[config.mk]
export PLATFORM = sky130hd
export DESIGN_NAME = hpt_merge
export DESIGN_NICKNAME = d
export VERILOG_FILES = /design/src/hw/rtl/homogeneous_point_transform_unit_defines.svh /design/src/hw/rtl/hpt_pkg.sv /design/src/hw/rtl/hpt_merge.sv
export SDC_FILE = /design/constraint.sdc
export NUM_CORES = 1
export LEC_CHECK = 0
export CAP_MARGIN = 40
export CORE_AREA = 3 3 280 282
export CTS_CLUSTER_DIAMETER = 100
export DETAILED_ROUTE_END_ITERATION = 7
export DIE_AREA = 0 0 283 285
export DONT_BUFFER_PORTS = 1
export GPL_TIMING_DRIVEN = 0
export PLACE_DENSITY = 0.44
export SETUP_SLACK_MARGIN = 0.2
export SLEW_MARGIN = 40
export SYNTH_ARGS = -nofsm -noshare
export SYNTH_HDL_FRONTEND = slang
export SYNTH_SLANG_ARGS = --single-unit
[constraint.sdc]
create_clock -name clk -period 5 [get_ports clk]
set_input_delay 0.75 -clock clk [delete_from_list [all_inputs] [get_ports clk]]
set_output_delay 0.75 -clock clk [all_outputs]
set_load 0.05 [all_outputs]
[src/hw/rtl/homogeneous_point_transform_unit_defines.svh]
// Assertion macros used by the transform unit top module.
// No dependencies; include with the bare file name.
`ifndef HOMOGENEOUS_POINT_TRANSFORM_UNIT_DEFINES_SVH
`define HOMOGENEOUS_POINT_TRANSFORM_UNIT_DEFINES_SVH
`ifndef SYNTHESIS
`define HPT_ASSERT(label, clk, rst_n, prop) \
  label: assert property (@(posedge clk) disable iff (!rst_n) prop) \
    else $error("assertion failed");
`define HPT_ASSERT_ALWAYS(label, clk, prop) \
  label: assert property (@(posedge clk) prop) \
    else $error("assertion failed");
`else
`define HPT_ASSERT(label, clk, rst_n, prop)
`define HPT_ASSERT_ALWAYS(label, clk, prop)
`endif
`endif

[src/hw/rtl/hpt_pkg.sv]
// Package for the homogeneous point transform unit: widths, codes, types.
// No dependencies.
package hpt_pkg;

  localparam int FRAC_BITS   = 16;
  localparam int ENTRY_WIDTH = 32;
  localparam int COORD_W     = 32;
  localparam int OUT_W       = 32;
  localparam int COORDS      = 3;
  localparam int LANES       = 4;
  localparam int MTX_N       = 16;

  localparam int PROD_W = ENTRY_WIDTH + COORD_W;
  localparam int ACC_W  = PROD_W + 3;
  localparam int NUM_W  = ACC_W + FRAC_BITS;
  localparam int DEN_W  = ACC_W;
  localparam int QB     = OUT_W;
  localparam int REM_W  = (NUM_W > DEN_W + QB) ? NUM_W : DEN_W + QB;
  localparam int WIDE_W = ENTRY_WIDTH + 32;

  localparam int DIV_LAT = QB + 2;
  localparam int LAT     = DIV_LAT + 3;

  localparam logic [ENTRY_WIDTH-1:0] ENTRY_MAX = {1'b0, {(ENTRY_WIDTH-1){1'b1}}};
  localparam logic [ENTRY_WIDTH-1:0] ENTRY_ONE =
    (FRAC_BITS < ENTRY_WIDTH - 1) ? (ENTRY_WIDTH'(1) << FRAC_BITS) : ENTRY_MAX;

  localparam logic [OUT_W-1:0] OUT_MAX = {1'b0, {(OUT_W-1){1'b1}}};
  localparam logic [OUT_W-1:0] OUT_MIN = {1'b1, {(OUT_W-1){1'b0}}};

  typedef enum logic [1:0] {
    MODE_WRITE  = 2'd0,
    MODE_POINT  = 2'd1,
    MODE_NORMAL = 2'd2,
    MODE_RSVD   = 2'd3
  } mode_t;

  typedef struct packed {
    logic [NUM_W-1:0] num;
    logic [DEN_W-1:0] den;
    logic             neg;
    logic             frc;
  } hpt_div_in_t;

  typedef struct packed {
    logic [REM_W-1:0] rem;
    logic [DEN_W-1:0] den;
    logic [QB-1:0]    quo;
    logic             neg;
    logic             ovf;
  } hpt_div_st_t;

  function automatic logic signed [ENTRY_WIDTH-1:0] clamp_entry(
    input logic signed [31:0] v);
    logic signed [WIDE_W-1:0] wv;
    logic signed [WIDE_W-1:0] mx;
    logic signed [WIDE_W-1:0] mn;
    wv = WIDE_W'(v);
    mx = (WIDE_W'(1) <<< (ENTRY_WIDTH - 1)) - WIDE_W'(1);
    mn = -mx - WIDE_W'(1);
    if (wv > mx) return mx[ENTRY_WIDTH-1:0];
    if (wv < mn) return mn[ENTRY_WIDTH-1:0];
    return wv[ENTRY_WIDTH-1:0];
  endfunction

endpackage

[src/hw/rtl/hpt_merge.sv]
// Merge stage: turns lane sums into numerator/denominator for each divider.
// Depends on hpt_pkg.
module hpt_merge import hpt_pkg::*; (
  input  logic                    clk,
  input  logic                    en,
  input  logic signed [ACC_W-1:0] acc [LANES],
  input  logic                    normal,
  output hpt_div_in_t             dv_r [COORDS],
  output logic                    wz_r
);

  hpt_div_in_t      dv_nxt [COORDS];
  logic             wz_nxt;
  logic [ACC_W-1:0] wmag;
  logic [ACC_W-1:0] mag;

  always_comb begin
    wz_nxt = !normal && (acc[LANES-1] == '0);
    wmag   = acc[LANES-1][ACC_W-1] ? ACC_W'(-acc[LANES-1]) : ACC_W'(acc[LANES-1]);
    mag    = '0;
    for (int c = 0; c < COORDS; c++) begin
      mag = acc[c][ACC_W-1] ? ACC_W'(-acc[c]) : ACC_W'(acc[c]);
      if (normal) begin
        // plain rounding shift, done as a divide by one
        dv_nxt[c].num = NUM_W'(mag);
        dv_nxt[c].den = DEN_W'(1) << FRAC_BITS;
        dv_nxt[c].neg = acc[c][ACC_W-1];
        dv_nxt[c].frc = 1'b0;
      end else begin
        dv_nxt[c].num = NUM_W'(mag) << FRAC_BITS;
        dv_nxt[c].den = wz_nxt ? DEN_W'(1) : wmag;
        dv_nxt[c].neg = acc[c][ACC_W-1] ^ acc[LANES-1][ACC_W-1];
        dv_nxt[c].frc = wz_nxt && (mag != '0);
      end
    end
  end

  always_ff @(posedge clk) begin
    if (en) begin
      dv_r <= dv_nxt;
      wz_r <= wz_nxt;
    end
  end

endmodule

Word-level counts from Yosys, hierarchy flattened
Index checks and enable logic that the tools add are counted.
{"block": "totals", "regBits": 323, "output_inout_bits": 457, "word_cells": 41}
{"block": "classes", "addsub": 4, "mux": 8, "bitwise_logic": 3, "n_reduce_logical": 9}
{"op": "$mux 136", "count": 3}
{"op": "$mux 67", "count": 5}
{"op": "$neg 67->67", "count": 4}
{"op": "$reduce_bool 67->1", "count": 3}
{"op": "$logic_not 67->1", "count": 1}
{"op": "$logic_and 1x1->1", "count": 4}
{"op": "$xor 1x1->1", "count": 3}
{"op": "$logic_not 1->1", "count": 1}

Logic depth before layout (Yosys ltp)
Gate-level depths: netlist (run 1).
{"block": "logic_depth", "depth_word": 5, "depth_mapped": 13, "ltp_nobuf": 11}

Worst setup path before layout (run 1)
No wires, ideal clock.
{"block": "synth_timing", "path_type": "input-to-reg", "start": "input port acc[67] (netlist name)", "end": "register dv_r[0] (netlist name), data pin", "setup_time_ns": 0.270, "arrival_time_ns": 4.114, "setup_slack_ns": 0.616, "stages": 13, "cell_sequence": "inv_1 -> ha_1 -> or4b_2 -> or4_1 -> clkbuf_1 -> or3_1 -> buf_2 -> o41a_1 -> xnor2_1 -> and4_1 -> nand4_1 -> a2111oi_2 -> a31oi_1"}
{"block": "synth_via", "elab_chain_cells": 4}
{"item": "start: declaration", "line": "hpt_merge.sv:6", "source": "input logic signed [ACC_W-1:0] acc [LANES],"}
{"item": "$neg 67->67", "line": "hpt_merge.sv:22", "source": "mag = acc[c][ACC_W-1] ? ACC_W'(-acc[c]) : ACC_W'(acc[c]);"}
{"item": "$mux 67 (*)", "line": "hpt_merge.sv:22"}
{"item": "$reduce_bool 67->1 (*)", "line": "hpt_merge.sv:33", "source": "dv_nxt[c].frc = wz_nxt && (mag != '0);"}
{"item": "$logic_and 1x1->1 (*)", "line": "hpt_merge.sv:33"}
{"item": "end signal: assignment", "line": "hpt_merge.sv:40", "source": "dv_r <= dv_nxt;"}
{"item": "end: declaration", "line": "hpt_merge.sv:8", "source": "output hpt_div_in_t dv_r [COORDS],"}
Every way passes the cells marked *; elsewhere a longest branch is shown, timed or not.
A chain may end at the register's enable or synchronous reset.

Final worst setup path (run 1)
Same ends and word-level chain as after synthesis.

==> results of run 1 <==
-- state kept, by name (all words and copies together), names as in the netlist --
name,flops
wz_r,1
dv_r,322
-- cell families (layout without fill, tap and decap cells) --
logic type,Yosys count,count (layout),synth area share
simple gates,746,746,0.183
flops,323,323,0.473
compound gates,299,299,0.0974
xor+xnor,264,264,0.113
buf+inv,257,336,0.0724
mux,117,117,0.0571
fa+ha+maj,7,7,0.00427
other cells,0,2,0
-- where the power goes --
part	leakage, nW	switching, mW	internal [mW]
clock network	0.707	1.32	1.94
logic	4.21	0.987	0.407
registers	3.14	1.21	3.36
total	8.05	3.51	5.70
-- cell type report --
cell class	count	area [um^2]	area share
repair buffers	1	7.51	0.000321
inverters	18	67.6	0.00289
multi-input cells	1433	9410	0.403
plain buffers	239	1430	0.0613
flip-flops and latches	323	9700	0.415
clock inverters	28	340	0.0146
clock buffers	50	1120	0.0481
diodes	2	5.00	0.000214
well taps	1030	1290	0.0551
-- worst max-delay path: cells and delay by family --
family	cells	cell delay (ps)
and+or+nand+nor	5	1980
AOI/OAI and AO/OA	3	970
buffers and inverters	3	560
xor gates and xnor gates	1	460
adders and majority gates	1	260
-- layer usage --
layer / up-vias / wire (um) / GRT usage
met5: - / 13 / 0
met4: 2 / 2590 / 0.0537
met3: 138 / 9190 / 0.0779
met2: 841 / 49000 / 0.413
met1: 8293 / 37300 / 0.268
li1: 7398 / - / -
-- cell usage after synthesis, drive strengths merged (2+ instances only) --
cell / instances / area share
or2: 9 / 0.0027
a21o: 2 / 0.00073
or4: 54 / 0.021
a21oi: 43 / 0.010
nand3b: 4 / 0.0015
or4b: 5 / 0.0024
inv: 17 / 0.0031
nor3: 61 / 0.015
a41oi: 2 / 0.00085
buf: 143 / 0.052
mux2i: 117 / 0.057
a32o: 3 / 0.0015
xor2: 220 / 0.094
a31o: 2 / 0.00085
and3: 3 / 0.00091
or3b: 4 / 0.0017
nand3: 44 / 0.011
a211oi: 3 / 0.0011
a2111oi: 2 / 0.0012
nand4: 36 / 0.011
nand2: 128 / 0.023
and4: 3 / 0.0013
nand2b: 11 / 0.0034
o31a: 4 / 0.0017
o41ai: 37 / 0.017
a32oi: 3 / 0.0013
o21ai: 106 / 0.026
clkbuf: 96 / 0.018
o21a: 3 / 0.0011
nand4b: 7 / 0.0030
nor3b: 9 / 0.0033
nor4b: 2 / 0.00085
xnor2: 44 / 0.019
a31oi: 6 / 0.0018
and2: 17 / 0.0052
nor4: 39 / 0.012
nor2: 251 / 0.046
o31ai: 75 / 0.029
ha: 7 / 0.0043
or3: 56 / 0.017
edfxtp: 323 / 0.47
nor2b: 2 / 0.00061
-- worst min path at each step --
stage | startpoint | to | slack [ps] | depth (start not counted)
after detailed placement | en | dv_r[94] | 910 | 0
after global placement | en | dv_r[94] | 900 | 0
after global routing | en | dv_r[79] | 240 | 0
after floorplan | en | dv_r[0] | 860 | 0
after CTS | en | dv_r[94] | 270 | 0
final | en | dv_r[94] | 280 | 0
-- per-stage QoR --
| step | area [um^2] | worst slack, ps | utilization | hold WS (ps) |
|---|---|---|---|---|
| 3_3_place_gp | 21800 | -409 | 0.287 | 903 |
| 5_1_grt | 23400 | 113 | 0.308 | 242 |
| 2_1_floorplan | 20500 | 616 | - | 862 |
| 3_5_place_dp | 21800 | -304 | 0.288 | 914 |
| 4_1_cts | 23300 | 309 | 0.307 | 267 |
| 6_report | 23400 | 307 | 0.308 | 279 |
-- repair_timing --
item	CTS	global route
resized for setup	0	4
endpoints found under the setup margin	0	3
hold endpoints to repair	0	0
==> metrics.yaml, run 1 <==
status: "completed"
die_w_um: 283
min_period_ps: 4690
layout_commonest_cell: "edfxtp_1"
syn_inst: 2013
finalHoldViolCount: 0
fin_cells: 3124
final_cell_mix: "edfxtp_1, nor2_1, xor2_1"
syn2layout_area_growth_pct: 13.9
core-area_mm2: 0.0759
dr.pass1.iters: 5
root_buffer: "clkbuf_16"
htreeDepth: 2
drv_cap: 0
cts_setup_buffers: 0
drtIter0Drc: 1306
port_buffers: 0
fmax_mhz: 213
cts_tree: "built"
syn_area_mm2: 0.0205
async_reset_ff_frac: 0
placedCellCount: 3043
ys_ff_latch: 323
vias_per_cell: 5.34
cts_buffers: 44
gp_congestion: 0.889
syn-num-nets: 2291
syn_area_per_cell_um2: 10.2
crit_type: "input port to register"
power_per_cell_area_mw_per_mm2: 394
drcViolationCount: 0
drive_above_1_share: 0.126
hp-class: "input port to register"
irDropWorstVdd_mv: 0.235
gr-total-overflow: 0
yosysWarnings: 0
fin_nets: 2338
crit_slowest_cell: "or4b_2"
ys.flop_type: "edfxtp_1"
ys_seq_area_frac: 0.473
startpoint: "acc[67]"
max_stage_delay_ps: 670
slew-limit-headroom: 0.418
grt_pass1_vias: 16500
pin_count: 728
ctsHoldBuffers: 0
worstSetupEndpoint: "dv_r[0]"
initial_utilization: 0.270
core.rowCount: 101
path_cells: "inv_1, ha_1, or4b_2, or4_1, clkbuf_1, or3_1, buf_2, o31ai_1, xor2_1, and4_1, nand4_1, a2111oi_2, a31oi_1"
grt_pass1_wl_mm: 134
worstPathRequired_ps: 5280
worst-path-max-fanout: 9
fillerInstances: 7780
rsz0062_at_grt: "true"
worstMarginPinSlew_ps: 873
setup-violations-final: 0
wl_per_cell_um: 31.4
drv_slew: 0
tns_ps: 0
grt_max_degree: 324
grtUsageTotal: 0.232
vias: 16700
synth_edf_count: 323
fin_crit_sh: 0.939
cp-end-kind: "register"
cts_sinks: 323
crit_arrival_ps: 4980
antenna_found_initial: 6
cts.path.max_buffers: 3
cts.clk_slew.worst_paths_ps: 60
die_h_um: 285
dieArea_mm2: 0.0807
power_mw: 9.21
crit_path_start_kind: "input port"
antenna_left: 0
cellLeakagePower_nw: 8.05
routed_wl_mm: 98.1
ys_types: 64
hpwl_mm: 78.0
No activity file was read; power rests on OpenSTA's default activity.
==> run 2, diff against run 1 <==
--- a/config.mk
+++ b/config.mk
@@ -6,7 +6,7 @@
 export NUM_CORES = 1
 export LEC_CHECK = 0
 export CAP_MARGIN = 40
-export CORE_AREA = 3 3 280 282
+export CORE_AREA = 2 2 281 283
 export CTS_CLUSTER_DIAMETER = 100
 export DETAILED_ROUTE_END_ITERATION = 7
 export DIE_AREA = 0 0 283 285
==> metrics.yaml, run 2 (synthesized netlist as in run 1, its figures left out) <==
status: "completed"
initial_utilization: 0.263  # -0.00700
cts.clk_slew.worst_paths_ps: 60  # about the same
port_buffers: 0  # unchanged
worstPathRequired_ps: 5240  # -40 ps
antenna_left: 0  # unchanged
power_mw: 9.13  # -0.93%
finalHoldViolCount: 0  # unchanged
fin_nets: 2347  # +0.38%
setup-violations-final: 0  # unchanged
drtIter0Drc: 1362  # +4.3%
routed_wl_mm: 98.5  # +0.46%
grtUsageTotal: 0.233  # +0.00162
dr.pass1.iters: 7  # +2
tns_ps: 0  # unchanged
crit_type: "input port to register"
largest_register_ffs: 322  # unchanged
worst-path-max-fanout: 6  # -3
drv_cap: 0  # unchanged
vias_per_cell: 5.34  # +0.15%
cts_tree: "built"
crit_slowest_cell: "or4_1"
dieArea_mm2: 0.0807  # unchanged
hpwl_mm: 78.5  # +0.66%
ctsHoldBuffers: 0  # unchanged
slew-limit-headroom: 0.421  # +0.00242
cp-end-kind: "register"
core.rowCount: 103  # +2.0%
cellLeakagePower_nw: 8.10  # +0.61%
core-area_mm2: 0.0780  # +2.7%
utilization: 0.301  # -0.00691
htreeDepth: 2  # unchanged
rsz0062_at_grt: "false"
hp-class: "input port to register"
grt_max_degree: 324  # unchanged
grt_pass1_vias: 16600  # +0.38%
final_cell_mix: "edfxtp_1, nor2_1, xor2_1"
min_period_ps: 4730  # +33.9 ps
layout_commonest_cell: "edfxtp_1"
wl_per_cell_um: 31.3  # -0.44%
fin_crit_sh: 0.945  # +0.00679
fillerInstances: 8101  # +4.1%
crit_arrival_ps: 4970  # about the same
syn2layout_area_growth_pct: 14.3
gr-total-overflow: 0  # unchanged
drive_above_1_share: 0.127  # +0.000889
crit_path_start_kind: "input port"
gp_congestion: 0.913  # +2.7%
final_area_mm2: 0.0235  # +0.35%
pin_count: 728  # unchanged
drcViolationCount: 0  # unchanged
cts_buffers: 41  # -6.8%
vias: 16800  # +1.0%
die_h_um: 285  # unchanged
irDropWorstVdd_mv: 0.221  # -6.0%
path_cells: "or4_1, or4_1, or4_1, or4_1, o41ai_2, xor2_2, nand4_1, nor4_2, a31oi_1"
cts_sinks: 323  # unchanged
cp_common_cell: "or4_1"
root_buffer: "clkbuf_16"
reg.largest.list: "dv_r: 322 flops, wz_r: 1 flops"
worstMarginPinSlew_ps: 861  # -11.6 ps
max_stage_delay_ps: 670  # about the same
cts.path.max_buffers: 3  # unchanged
grt_pass1_wl_mm: 135  # +0.28%
power_per_cell_area_mw_per_mm2: 389  # -1.3%
die_w_um: 283  # unchanged
regMostFlops: "dv_r"
fmax_mhz: 212  # -0.72%
postPlaceCellArea_mm2: 0.0220  # +0.79%
antenna_found_initial: 3  # -3
drv_slew: 0  # unchanged
==> run 2: cell types whose count changed in the layout (fill, tap and decap cells not counted), moves of 3 or more <==
cell	before	now
buf_6	2	7
buf_4	135	139
nor4_2	9	5
clkbuf_1	90	93
clkbuf_2	12	9
clkinv_2	6	9
nor4_1	30	33
==> run 2: path summary, 6_finish.rpt <==
check | from | end | slack (ps) | cells past startpoint
worst max-delay path | acc[174] | dv_r[152] | 270 | 9
worst min-delay path | en | dv_r[95] | 300 | 0
==> run 2: layout make-up <==
type	count	area, um^2	area share
Sequential cell	323	9700	0.413
Multi-Input combinational cell	1433	9390	0.400
Buffer	239	1430	0.0610
Tap cell	1050	1310	0.0560
Clock buffer	48	1070	0.0458
Clock inverter	27	317	0.0135
Timing Repair Buffer	13	164	0.00699
Inverter	18	67.6	0.00288
Antenna cell	1	2.50	0.000107
==> run 2: through the flow <==
stage	setup slack (ps)	hold WS, ps	cells
floorplan	616	862	2013
global placement	-311	897	3063
detailed placement	-333	913	3074
CTS	253	290	3149
global route	215	274	3151
finish	273	305	3152
==> run 2: metal layers <==
| metal | part of all wire | up-vias | wire, um | track usage |
|---|---|---|---|---|
| li1 | - | 7425 | - | - |
| met1 | 0.38 | 8492 | 37300 | 0.266 |
| met2 | 0.50 | 832 | 49500 | 0.412 |
| met3 | 0.096 | 98 | 9430 | 0.0868 |
| met4 | 0.023 | 0 | 2300 | 0.0569 |
| met5 | 0 | - | 0 | 0 |
==> run 2: critical path: cells and delay by family <==
kind | cells | cell delay [ps]
xor gates and xnor gates | 1 | 290
and+or+nand+nor | 6 | 3290
AOI/OAI and AO/OA | 2 | 630
==> run 2: where the power goes <==
| group | internal [mW] | switching, mW | leakage (nW) |
|---|---|---|---|
| clock network | 1.86 | 1.29 | 0.677 |
| logic | 0.424 | 1.01 | 4.29 |
| registers | 3.35 | 1.19 | 3.14 |
| total | 5.64 | 3.49 | 8.10 |
==> run 2: timing repair <==
action                                  CTS  global route
buffers inserted                          0             1
endpoints found under the setup margin    0             2
gates resized for setup                   0             3
